===== src/rtl/brpt_pkg.sv =====
// ----------------------------------------------------------------------------
// Box region protection table: shared package
// Types, codes and conversion helpers used by the cells, the channel
// interfaces and the top level.
// ----------------------------------------------------------------------------
package brpt_pkg;

  localparam int unsigned COORD_BITS = 32;
  localparam int unsigned FLAG_BITS  = 4;

  localparam logic [2:0] OP_INSERT = 3'd0;
  localparam logic [2:0] OP_REMOVE = 3'd1;
  localparam logic [2:0] OP_QUERY  = 3'd2;
  localparam logic [2:0] OP_LOOKUP = 3'd3;
  localparam logic [2:0] OP_CLEAR  = 3'd4;

  localparam logic [2:0] ERR_NONE       = 3'd0;
  localparam logic [2:0] ERR_BAD_ID     = 3'd1;
  localparam logic [2:0] ERR_BAD_BOUNDS = 3'd2;
  localparam logic [2:0] ERR_NO_FLAGS   = 3'd3;
  localparam logic [2:0] ERR_DUPLICATE  = 3'd4;
  localparam logic [2:0] ERR_FULL       = 3'd5;

  typedef logic signed [COORD_BITS-1:0] coord_t;
  typedef logic [FLAG_BITS-1:0]         flags_t;

  typedef struct packed {
    logic [2:0]         operation;
    logic [63:0]        box_id;
    logic signed [31:0] lower_x;
    logic signed [31:0] lower_y;
    logic signed [31:0] lower_z;
    logic signed [31:0] upper_x;
    logic signed [31:0] upper_y;
    logic signed [31:0] upper_z;
    logic [3:0]         box_flags;
    logic signed [31:0] cell_x;
    logic signed [31:0] cell_y;
    logic signed [31:0] cell_z;
  } req_t;

  typedef struct packed {
    logic               success;
    logic [2:0]         error_code;
    logic [4:0]         entry_count;
    logic [3:0]         flags_out;
    logic signed [31:0] found_lower_x;
    logic signed [31:0] found_lower_y;
    logic signed [31:0] found_lower_z;
    logic signed [31:0] found_upper_x;
    logic signed [31:0] found_upper_y;
    logic signed [31:0] found_upper_z;
  } rsp_t;

  typedef struct packed {
    logic [63:0]  id;
    coord_t [2:0] lo;
    coord_t [2:0] hi;
    flags_t       flags;
  } entry_t;

  typedef struct packed {
    logic [63:0]  id;
    coord_t [2:0] pos;
  } probe_t;

  typedef struct packed {
    logic load;
    logic shift;
  } cell_ctrl_t;

  typedef struct packed {
    logic   hit;
    flags_t cover_flags;
  } cell_stat_t;

  function automatic coord_t to_coord(logic [31:0] raw);
    logic [63:0] wide;
    wide = {32'b0, raw};
    return coord_t'(wide[COORD_BITS-1:0]);
  endfunction

  function automatic logic [31:0] from_coord(coord_t c);
    logic signed [63:0] wide;
    wide = 64'(c);
    return wide[31:0];
  endfunction

  function automatic flags_t to_flags(logic [3:0] raw);
    logic [31:0] wide;
    wide = {28'b0, raw};
    return wide[FLAG_BITS-1:0];
  endfunction

  function automatic logic [3:0] from_flags(flags_t f);
    logic [31:0] wide;
    wide = 32'(f);
    return wide[3:0];
  endfunction

endpackage


===== src/rtl/brpt_cell.sv =====
// ----------------------------------------------------------------------------
// Box region protection table: entry cell
// Holds one box, matches it against the probe id and position, and loads a
// new box or takes its upper neighbour's box during compaction.
// ----------------------------------------------------------------------------
module brpt_cell (
  input  logic                    clk_i,
  input  logic                    rst_ni,
  input  logic                    active_i,
  input  brpt_pkg::probe_t        probe_i,
  input  brpt_pkg::entry_t        wr_i,
  input  brpt_pkg::entry_t        next_i,
  input  brpt_pkg::cell_ctrl_t    ctrl_i,
  output brpt_pkg::entry_t        entry_o,
  output brpt_pkg::cell_stat_t    stat_o
);

  brpt_pkg::entry_t     entry_q;
  brpt_pkg::cell_stat_t stat_q, stat_d;
  logic                 covers;

  always_ff @(posedge clk_i) begin
    if (ctrl_i.load) begin
      entry_q <= wr_i;
    end else if (ctrl_i.shift) begin
      entry_q <= next_i;
    end
  end

  always_comb begin
    covers = active_i &&
             $signed(probe_i.pos[0]) >= $signed(entry_q.lo[0]) &&
             $signed(probe_i.pos[0]) <= $signed(entry_q.hi[0]) &&
             $signed(probe_i.pos[1]) >= $signed(entry_q.lo[1]) &&
             $signed(probe_i.pos[1]) <= $signed(entry_q.hi[1]) &&
             $signed(probe_i.pos[2]) >= $signed(entry_q.lo[2]) &&
             $signed(probe_i.pos[2]) <= $signed(entry_q.hi[2]);
    stat_d.hit         = active_i && (entry_q.id == probe_i.id);
    stat_d.cover_flags = covers ? entry_q.flags : '0;
  end

  always_ff @(posedge clk_i or negedge rst_ni) begin
    if (!rst_ni) begin
      stat_q <= '0;
    end else begin
      stat_q <= stat_d;
    end
  end

  assign entry_o = entry_q;
  assign stat_o  = stat_q;

endmodule


===== config.mk =====
export PLATFORM = sky130hd
export DESIGN_NAME = brpt_cell
export DESIGN_NICKNAME = d
export VERILOG_FILES = /design/src/rtl/brpt_pkg.sv /design/src/rtl/brpt_cell.sv
export SDC_FILE = /design/constraint.sdc
export NUM_CORES = 1
export LEC_CHECK = 0
export ABC_AREA = 1
export BUFFER_PORTS_ARGS = -buffer_cell sky130_fd_sc_hd__buf_4
export CAP_MARGIN = 20
export CORE_AREA = 3 3 364 366
export DETAILED_ROUTE_END_ITERATION = 10
export DIE_AREA = 0 0 367 369
export PLACE_DENSITY = 0.35
export SYNTH_ARGS = -nofsm -noshare
export SYNTH_HDL_FRONTEND = slang
export SYNTH_SLANG_ARGS = --single-unit

===== constraint.sdc =====
create_clock -name clk_i -period 2.1 [get_ports clk_i]
set_input_delay 0.42 -clock clk_i [delete_from_list [all_inputs] [get_ports clk_i]]
set_output_delay 0.42 -clock clk_i [all_outputs]
set_load 0.02 [all_outputs]

==> flow_summary.yaml, run 1 <==
die:
  die_h_um: 369
  start_util: 0.133
  die_w_um: 367
  core_area_sq_um: 129000
  dieArea_sq_um: 135000
  row_count: 132
  ioPinCount: 950
grt:
  antenna_found_initial: 34
  grt_usage: 0.159
  grt_pass1_vias: 19237
  grt_overflow: 0
  grt_max_degree: 84
  grt_pass1_wl_mm: 151
timing:
  period_needed_ns: 2.19
  hold_viol_final: 0
  worst_slew_pin_slew_ns: 0.487
  slew_viol_final: 0
  fmax_mhz: 457
  period_share: 1.04
  fin_ws_ns: -0.0866
  hold-worst-slack_ns: 0.0866
  finalSetupViolCount: 4
  rsz0062_at_grt: "yes"
  fin_worst_skew_ns: 0.0240
  setup_tns_ns: -0.338
  slew_headroom: 0.675
clocking:
  cts_max_level: 2
  numCtsBuffers: 40
  clock_path_buffers: 3
  cts_tree: "done"
  clk_pin_slew_ns: 0.06
  clk_latency_ns: 0.59
  clock_sinks: 265
  cts_root_buf: "clkbuf_16"
cells_and_area:
  nNetsFinal: 4098
  area_growth_pct: 71.8
  fin_area_sq_um: 29500
  drive_above_1_share: 0.391
  final_util: 0.228
  fill_cells: 14556
outcome:
  status: "complete, but fails checks"
  violations: "setup timing"
detailed_routing:
  wl_mm: 113
  postRouteAntennaNets: 0
  drc_errors: 0
  drt_iter0_drc: 909
  viasPerCell: 3.66
  wl_per_cell_um: 22.6
  drt_pass1_iterations: 5
  num_vias: 18318
place:
  routabilityCongestion: 0.857
  dp_hpwl_mm: 97.0
  io_buffers: 949
  dpl_cell_area_sq_um: 27700
job:
  maxCapViolCount: 0
pwr:
  intPower_mw: 13.4
  switching_share: 0.336
  p_clk_frac: 0.339
  p_seq_frac: 0.347
  power_leakage_nw: 15.2
  irDropWorstVdd_mv: 0.465
  switchingPower_mw: 6.77
  combPwrFrac: 0.314
  powerDensity_nw_per_um2: 682
worst_setup_path:
  timing.rr.start: "entry_o[35]"
  crit_required_ns: 2.61
  cp-endpoint: "stat_o[2]"
  ff2ff_path_depth: 15
  reg2reg_slack_ns: -0.09
  reg2reg_to: "stat_o[2]"
  cp-startpoint: "entry_o[35]"
  start_kind: "flip-flop"
  crit_type: "flip-flop to flip-flop"
  arrival_ns: 2.70
  crit_fanout: 4
  crit_path_end_kind: "flip-flop"
yosys:
  synth-edff-count: 260
  synth_top_cell_by_area: "edfxtp_1"
  synth.distinct_cells: 38
  ys_warn_count: 0
  synth-async-reset-ratio: 0.0189
  synth_area_leaders: "edfxtp_1 45%, nand2_1 22%, ha_1 14%, inv_1 6.1%, a21oi_1 2.5%"
  ys.flop_type: "edfxtp_1"
  mappedNetlistNets: 2990
  syn_avg_cell_area_sq_um: 8.13
  synth_seq_cells: 265
  syn_inst: 2113
  yosysSeqAreaShare: 0.462
  syn_area_sq_um: 17200
  synth.top_cell.area_share: 0.455
min_path:
  min_path_type: "input port to flip-flop"
[area by class of cell]
cell class              count  area, sq um  share of cell area
repair buffers           1123         8650               0.293
multi-input cells        1508         8390               0.284
flip-flops and latches    265         7930               0.269
well taps                1742         2180              0.0739
clock buffers              54         1110              0.0378
inverters                 283         1070              0.0363
clock inverters            17          145             0.00492
diodes                      7         17.5            0.000594
[per-stage QoR]
stage	setup WS (ns)	cells	total power, mW
after floorplan	-0.918	2113	9.50
after global placement	-0.494	4905	13.3
after detailed placement	-0.507	4905	13.3
after CTS	-0.200	4979	20.5
after global routing	-0.216	4994	21.4
final	-0.0866	4999	20.1
[power groups by stage]
| stage | Sequential (mW) | Clock (mW) | Combinational, mW |
|---|---|---|---|
| after floorplan | 7.63 | 0 | 1.86 |
| after global placement | 7.10 | 0 | 6.22 |
| after CTS | 7.00 | 7.20 | 6.32 |
| final | 6.98 | 6.82 | 6.33 |
| after detailed placement | 7.11 | 0 | 6.22 |
| after global routing | 7.05 | 7.31 | 6.99 |
[worst max-delay path, stage by stage, from the launching register on]
cell and delay (ns):
edfxtp_1 0.37, inv_1 0.05, ha_1 0.32, nand2_1 0.09
nor2_2 0.12, nand2_2 0.10, nor4_4 0.22, buf_4 0.18
nand2_2 0.07, nand3_2 0.05, nand2_1 0.06, nand2_2 0.10
nand2_2 0.07, nor2_4 0.12, nand2_4 0.09, nor2_2 0.08
[sequential cells by signal (all words and copies together), names as in the netlist]
register,cells
stat_o,5
entry_o,260
[timing repair]
action / CTS / global route
resized for setup: 28 / 64
pin swaps: 16 / 40
hold buffers: 1 / 0
buffers inserted: 2 / 15
endpoints found under the setup margin: 5 / 4
endpoints found under the hold margin: 5 / 0
[cell families (layout without fill, tap and decap cells)]
group           count (synthesis)  in the layout  synth area share
compound gates                167            167            0.0558
xor+xnor                       14             14           0.00714
fa+ha+maj                     192            192             0.140
buf+inv                       340           1477            0.0743
flops                         265            265             0.462
other cells                     0              7                 0
simple gates                 1135           1135             0.261
[routing by layer]
metal  GRT usage  share of wire
met3      0.0550          0.081
met1       0.185           0.40
met4      0.0307          0.016
met2       0.283           0.50
met5           0         0.0012
[worst min path at each step]
| stage | startpoint | endpoint | slack, ns | cells past startpoint |
|---|---|---|---|---|
| floorplan | rst_ni | stat_o[0] | 0.12 | 0 |
| global placement | rst_ni | stat_o[2] | 0.27 | 1 |
| detailed placement | rst_ni | stat_o[1] | 0.27 | 1 |
| CTS | next_i[3] | entry_o[3] | 0.007 | 3 |
| global route | next_i[253] | entry_o[253] | 0.05 | 3 |
| finish | next_i[247] | entry_o[247] | 0.09 | 3 |
[cells in the final DEF (no fill, tap or decap), types with 5 or more instances in the layout]
| cell type | Yosys | layout |
|---|---|---|
| o22ai_1 | 14 | 14 |
| nor4_1 | 10 | 10 |
| a21oi_1 | 87 | 78 |
| nand3_1 | 20 | 14 |
| xnor2_1 | 7 | 7 |
| nand2_2 | 1 | 14 |
| ha_1 | 192 | 181 |
| a22o_1 | 10 | 10 |
| buf_12 | 0 | 17 |
| inv_1 | 279 | 268 |
| nor2_1 | 57 | 44 |
| clkbuf_16 | 0 | 41 |
| nand2_1 | 998 | 981 |
| o21ai_0 | 30 | 29 |
| nor2_2 | 6 | 11 |
| buf_4 | 0 | 1104 |
| a21oi_2 | 1 | 8 |
| dfrtp_1 | 5 | 5 |
| nand3_2 | 1 | 6 |
| nand4_1 | 24 | 24 |
| clkbuf_1 | 57 | 9 |
| xor2_1 | 7 | 7 |
| inv_2 | 2 | 12 |
| diode_2 | 0 | 7 |
| nor2_4 | 0 | 8 |
| o21a_1 | 12 | 12 |
| ha_4 | 0 | 11 |
| edfxtp_1 | 260 | 260 |
| clkinv_1 | 2 | 10 |
[cell usage after synthesis (5+ instances only)]
master    count
edfxtp_1    260
dfrtp_1       5
a22o_1       10
nand3_1      20
clkbuf_1     57
o21ai_0      30
inv_1       279
ha_1        192
nand2_1     998
nor2_2        6
o21a_1       12
a21oi_1      87
xor2_1        7
nor2_1       57
nand4_1      24
or2_2         5
nor4_1       10
xnor2_1       7
o22ai_1      14
Power figures use the tool's default switching activity.
==> run 2, diff against run 1 <==
--- a/config.mk
+++ b/config.mk
@@ -12,6 +12,7 @@
 export DETAILED_ROUTE_END_ITERATION = 10
 export DIE_AREA = 0 0 367 369
 export PLACE_DENSITY = 0.35
+export RECOVER_POWER = 50
 export SYNTH_ARGS = -nofsm -noshare
 export SYNTH_HDL_FRONTEND = slang
 export SYNTH_SLANG_ARGS = --single-unit
==> run 2 against run 1 <==
Effect of this change: the run still ends with setup timing left; clock power is essentially flat; via count shrank 0.15%; worst setup slack gained 0.013 ns; sequential power is essentially flat; worst hold slack is essentially flat; power is essentially flat; register-to-register slack is essentially flat; final cell count is the same; routed wire length is essentially flat; sequential share of layout area is essentially flat; non-clock buffer count is the same; largest power group unchanged.
==> flow_summary.yaml, run 2 (synthesized netlist as in run 1, its figures left out) <==
detailed_routing:
  num_vias: 18290
  viasPerCell: 3.66
  wl_per_cell_um: 22.6
  drt_iter0_drc: 896
  drt_pass1_iterations: 7
  wl_mm: 113
  drc_errors: 0
  postRouteAntennaNets: 0
timing:
  period_share: 1.03
  rsz0062_at_grt: "yes"
  fmax_mhz: 460
  worst_slew_pin_slew_ns: 1.46
  finalSetupViolCount: 4
  slew_viol_final: 0
  fin_ws_ns: -0.0733
  hold_viol_final: 0
  slew_headroom: 0.0245
  fin_worst_skew_ns: 0.0234
  period_needed_ns: 2.17
clocking:
  cts_root_buf: "clkbuf_16"
  numCtsBuffers: 40
  cts_tree: "done"
  cts_max_level: 2
  clock_path_buffers: 3
  clk_latency_ns: 0.59
  clock_sinks: 265
  clk_pin_slew_ns: 0.06
die:
  core_area_sq_um: 129000
  start_util: 0.133
  ioPinCount: 950
  die_h_um: 369
  row_count: 132
  dieArea_sq_um: 135000
  die_w_um: 367
worst_setup_path:
  arrival_ns: 2.69
  start_kind: "flip-flop"
  cp_common_cell: "nand2_4"
  crit_chain: "inv_1, ha_1, nand2_1, nor2_1, nor3b_4, nand4_1, nand3_2, nand2_4, nor2_4, nand2_4, nor2_2"
  crit_path_end_kind: "flip-flop"
  crit_required_ns: 2.61
  cpMaxStageDelayCell: "edfxtp_1"
  crit_fanout: 4
  crit_type: "flip-flop to flip-flop"
  critPathMaxStageDelay_ns: 0.38
place:
  io_buffers: 949
  dpl_cell_area_sq_um: 27700
  dp_hpwl_mm: 97.0
  dp_slack_ns: -0.507
  routabilityCongestion: 0.857
pwr:
  switching_share: 0.337
  power_mw: 20.1
  combPwrFrac: 0.314
  p_seq_frac: 0.347
  power_leakage_nw: 15.2
  powerDensity_nw_per_um2: 683
  intPower_mw: 13.3
  switchingPower_mw: 6.77
  irDropWorstVdd_mv: 0.467
  p_clk_frac: 0.339
job:
  maxCapViolCount: 0
cells_and_area:
  largest_reg_flops: 260
  final_cell_mix: "1102 x buf_4, 981 x nand2_1, 268 x inv_1"
  final_common_cell: "buf_4"
  fin_area_sq_um: 29400
  nNetsFinal: 4098
  drive_above_1_share: 0.390
  area_growth_pct: 71.5
grt:
  grt_pass1_wl_mm: 151
  grt_overflow: 0
  antenna_found_initial: 34
  grt_pass1_vias: 19237
  grt_usage: 0.159
  grt_max_degree: 84
min_path:
  min_path_type: "input port to flip-flop"
outcome:
  violations: "setup timing"
  status: "complete, but fails checks"
-- run 2: changes by cell type in the layout (fill, tap and decap cells not counted), sizes merged --
cell / previous run / this run
clkbuf: 54 / 57
buf: 1122 / 1119
-- run 2: final timing paths --
kind	slack (ns)	cells after the start	start	end
min reg2reg	0.52	2	entry_o[3]	stat_o[3]
max reg2reg	-0.07	11	entry_o[91]	stat_o[2]
max	-0.07	11	entry_o[91]	stat_o[2]
max in group asynchronous	1.33	2	rst_ni	stat_o[2]
min in group asynchronous	0.38	2	rst_ni	stat_o[4]
min	0.09	3	next_i[247]	entry_o[247]
-- run 2: power by group through the flow --
stage          clock network [mW]  registers [mW]  logic, mW
3_3_place_gp                    0            7.10       6.22
4_1_cts                      7.20            7.00       6.32
3_5_place_dp                    0            7.11       6.22
5_1_grt                      7.31            7.05       6.97
6_report                     6.82            6.98       6.32
2_1_floorplan                   0            7.63       1.86
-- run 2: layout make-up --
cell class | instances | area [sq um]
repair buffers | 1123 | 8600
well taps | 1742 | 2180
clock inverters | 17 | 145
flip-flops and latches | 265 | 7930
inverters | 283 | 1070
clock buffers | 54 | 1110
fillers | 14565 | 100000
multi-input cells | 1508 | 8390
diodes | 7 | 17.5
-- run 2: layer usage --
layer	up-vias	GRT usage	wire [um]
met4	20	0.0307	1810
met3	114	0.0550	8720
met1	8511	0.185	45800
li1	9043	-	-
met2	602	0.283	56400
met5	-	0	136
-- run 2: critical path: cells and delay by family, from the launching register on --
kind | cells | cell delay [ns]
fa+ha+maj | 1 | 0.28
flops | 1 | 0.38
simple gates | 9 | 1.38
buf+inv | 1 | 0.06
-- run 2: stage by stage --
stage / hold slack [ns] / instances / util / setup TNS [ns]
after detailed placement: 0.273 / 4905 / 0.214 / -2.22
after floorplan: 0.124 / 2113 / - / -238.65
final: 0.0866 / 4999 / 0.227 / -0.285
after global routing: 0.0455 / 4994 / 0.227 / -24.53
after CTS: 0.00664 / 4979 / 0.225 / -0.741
after global placement: 0.270 / 4905 / 0.214 / -2.15
-- run 2: timing repair --
action / CTS / global route
gates cloned: 0 / 0
endpoints found under the hold margin: 5 / 0
endpoints found under the setup margin: 5 / 4
pin swaps: 16 / 40
hold buffers: 1 / 0
gates resized for setup: 28 / 64
setup buffers: 2 / 15
==> run 3, diff against run 2 <==
--- a/config.mk
+++ b/config.mk
@@ -11,6 +11,7 @@
 export CORE_AREA = 3 3 364 366
 export DETAILED_ROUTE_END_ITERATION = 10
 export DIE_AREA = 0 0 367 369
+export MAX_ROUTING_LAYER = met4
 export PLACE_DENSITY = 0.35
 export RECOVER_POWER = 50
 export SYNTH_ARGS = -nofsm -noshare
==> run 3 against run 2 <==
Effect of this change: the flow still finishes with violations (setup timing); die area is the same; critical path depth is the same; clock-buffer cell count is the same; largest cell class unchanged.
==> flow_summary.yaml, run 3 (synthesized netlist as in run 1, its figures left out) <==
outcome:
  status: "complete, but fails checks"
  violations: "setup timing"
timing:
  period_needed_ns: 2.17
  fin_ws_ns: -0.0657
  setup_tns_ns: -0.320
  slew_viol_final: 0
  hold_viol_final: 0
  slew_headroom: 0.0108
  fmax_mhz: 462
  worst_slew_pin_slew_ns: 1.48
  fin_worst_skew_ns: 0.0233
  finalSetupViolCount: 18
  hold-worst-slack_ns: 0.0871
  period_share: 1.03
  rsz0062_at_grt: "yes"
cells_and_area:
  ff_latch_area_sq_um: 7930
  final_common_cell: "buf_4"
  fill_cells: 14558
  drive_above_1_share: 0.390
  largest_reg_flops: 260
  multi_input_area_sq_um: 8390
  nNetsFinal: 4098
  final_cell_mix: "1102 x buf_4, 981 x nand2_1, 268 x inv_1"
  fin_area_sq_um: 29500
  area_growth_pct: 71.6
  final_util: 0.228
worst_setup_path:
  reg2reg_to: "stat_o[2]"
  reg2reg_slack_ns: -0.07
  crit_fanout: 4
  crit_required_ns: 2.61
  arrival_ns: 2.68
  start_kind: "flip-flop"
  crit_type: "flip-flop to flip-flop"
  ff2ff_path_depth: 11
  crit_path_end_kind: "flip-flop"
  timing.rr.start: "entry_o[91]"
pwr:
  powerDensity_nw_per_um2: 682
  power_leakage_nw: 15.2
  irDropWorstVdd_mv: 0.467
detailed_routing:
  wl_met3_mm: 8.43
  drt_iter0_drc: 908
  num_vias: 18345
  dr.max_layer_used: "met4"
  drt_pass1_iterations: 5
  wl_met2_mm: 56.6
  viasPerCell: 3.66
  wl_met1_mm: 46.1
  drc_errors: 0
  wl_mm: 113
  postRouteAntennaNets: 0
  wl_per_cell_um: 22.5
clocking:
  clock_path_buffers: 3
  clock_sinks: 265
  cts_max_level: 2
  numCtsBuffers: 40
  cts_tree: "done"
  clk_pin_slew_ns: 0.06
  clk_latency_ns: 0.59
  cts_root_buf: "clkbuf_16"
place:
  dp_hpwl_mm: 97.0
  dp_slack_ns: -0.507
  routabilityCongestion: 0.869
  io_buffers: 949
  dpl_cell_area_sq_um: 27700
die:
  die_h_um: 369
  core_area_sq_um: 129000
  dieArea_sq_um: 135000
  row_count: 132
  start_util: 0.133
  ioPinCount: 950
  die_w_um: 367
grt:
  grt_pass1_wl_mm: 151
  grt_usage: 0.164
  grt_overflow: 0
  antenna_found_initial: 33
  grt_pass1_vias: 19304
  grt_max_degree: 84
min_path:
  whs_path_depth: 3
  holdPathEnd: "entry_o[247]"
  hold_start: "next_i[247]"
  min_path_type: "input port to flip-flop"
job:
  maxCapViolCount: 0
==> run 3: routing by layer <==
| layer | track usage | vias up |
|---|---|---|
| met3 | 0.0502 | 93 |
| met4 | 0.0277 | 0 |
| li1 | - | 9067 |
| met5 | - | - |
| met2 | 0.285 | 617 |
| met1 | 0.187 | 8568 |
==> run 3: critical path: stages (launching register included) <==
cell and delay (ns):
edfxtp_1 0.38, inv_1 0.05, ha_1 0.28, nand2_1 0.06
nor2_1 0.27, nor3b_4 0.31, nand4_1 0.23, nand3_2 0.16
nand2_4 0.08, nor2_4 0.10, nand2_4 0.09, nor2_2 0.08
==> run 3: area by class of cell <==
cell class / count / area share
well taps: 1742 / 0.0739
flip-flops and latches: 265 / 0.269
clock inverters: 17 / 0.00492
repair buffers: 1123 / 0.292
inverters: 283 / 0.0363
multi-input cells: 1508 / 0.285
diodes: 17 / 0.00144
clock buffers: 54 / 0.0378
==> run 3: power breakdown <==
part | internal, mW | switching (mW) | total, mW | leakage, nW
registers | 6.51 | 0.470 | 6.98 | 2.75
logic | 2.88 | 3.43 | 6.31 | 11.8
clock network | 3.96 | 2.85 | 6.80 | 0.611
total | 13.3 | 6.75 | 20.1 | 15.2
==> run 3: through the flow <==
stage,power [mW],std cells
after floorplan,9.50,2113
after global placement,13.3,4905
after detailed placement,13.3,4905
after CTS,20.5,4979
after global routing,21.3,5008
final,20.1,5009
==> run 3: how the worst max path moves through the flow <==
stage | slack [ns] | depth (start not counted) | end | from
2_1_floorplan | -0.92 | 3 | entry_o[0] | ctrl_i[1]
5_1_grt | -0.22 | 12 | stat_o[2] | entry_o[192]
4_1_cts | -0.20 | 15 | stat_o[1] | entry_o[32]
3_5_place_dp | -0.51 | 12 | stat_o[1] | probe_i[95]
6_report | -0.07 | 11 | stat_o[2] | entry_o[91]
3_3_place_gp | -0.49 | 12 | stat_o[2] | probe_i[95]
==> run 3: repair_timing <==
item / in CTS / in global routing
hold endpoints to repair: 5 / 0
resized for setup: 28 / 64
gates cloned: 0 / 0
endpoints found under the setup margin: 5 / 4
setup buffers: 2 / 15
hold buffers: 1 / 0
pin swaps: 16 / 40
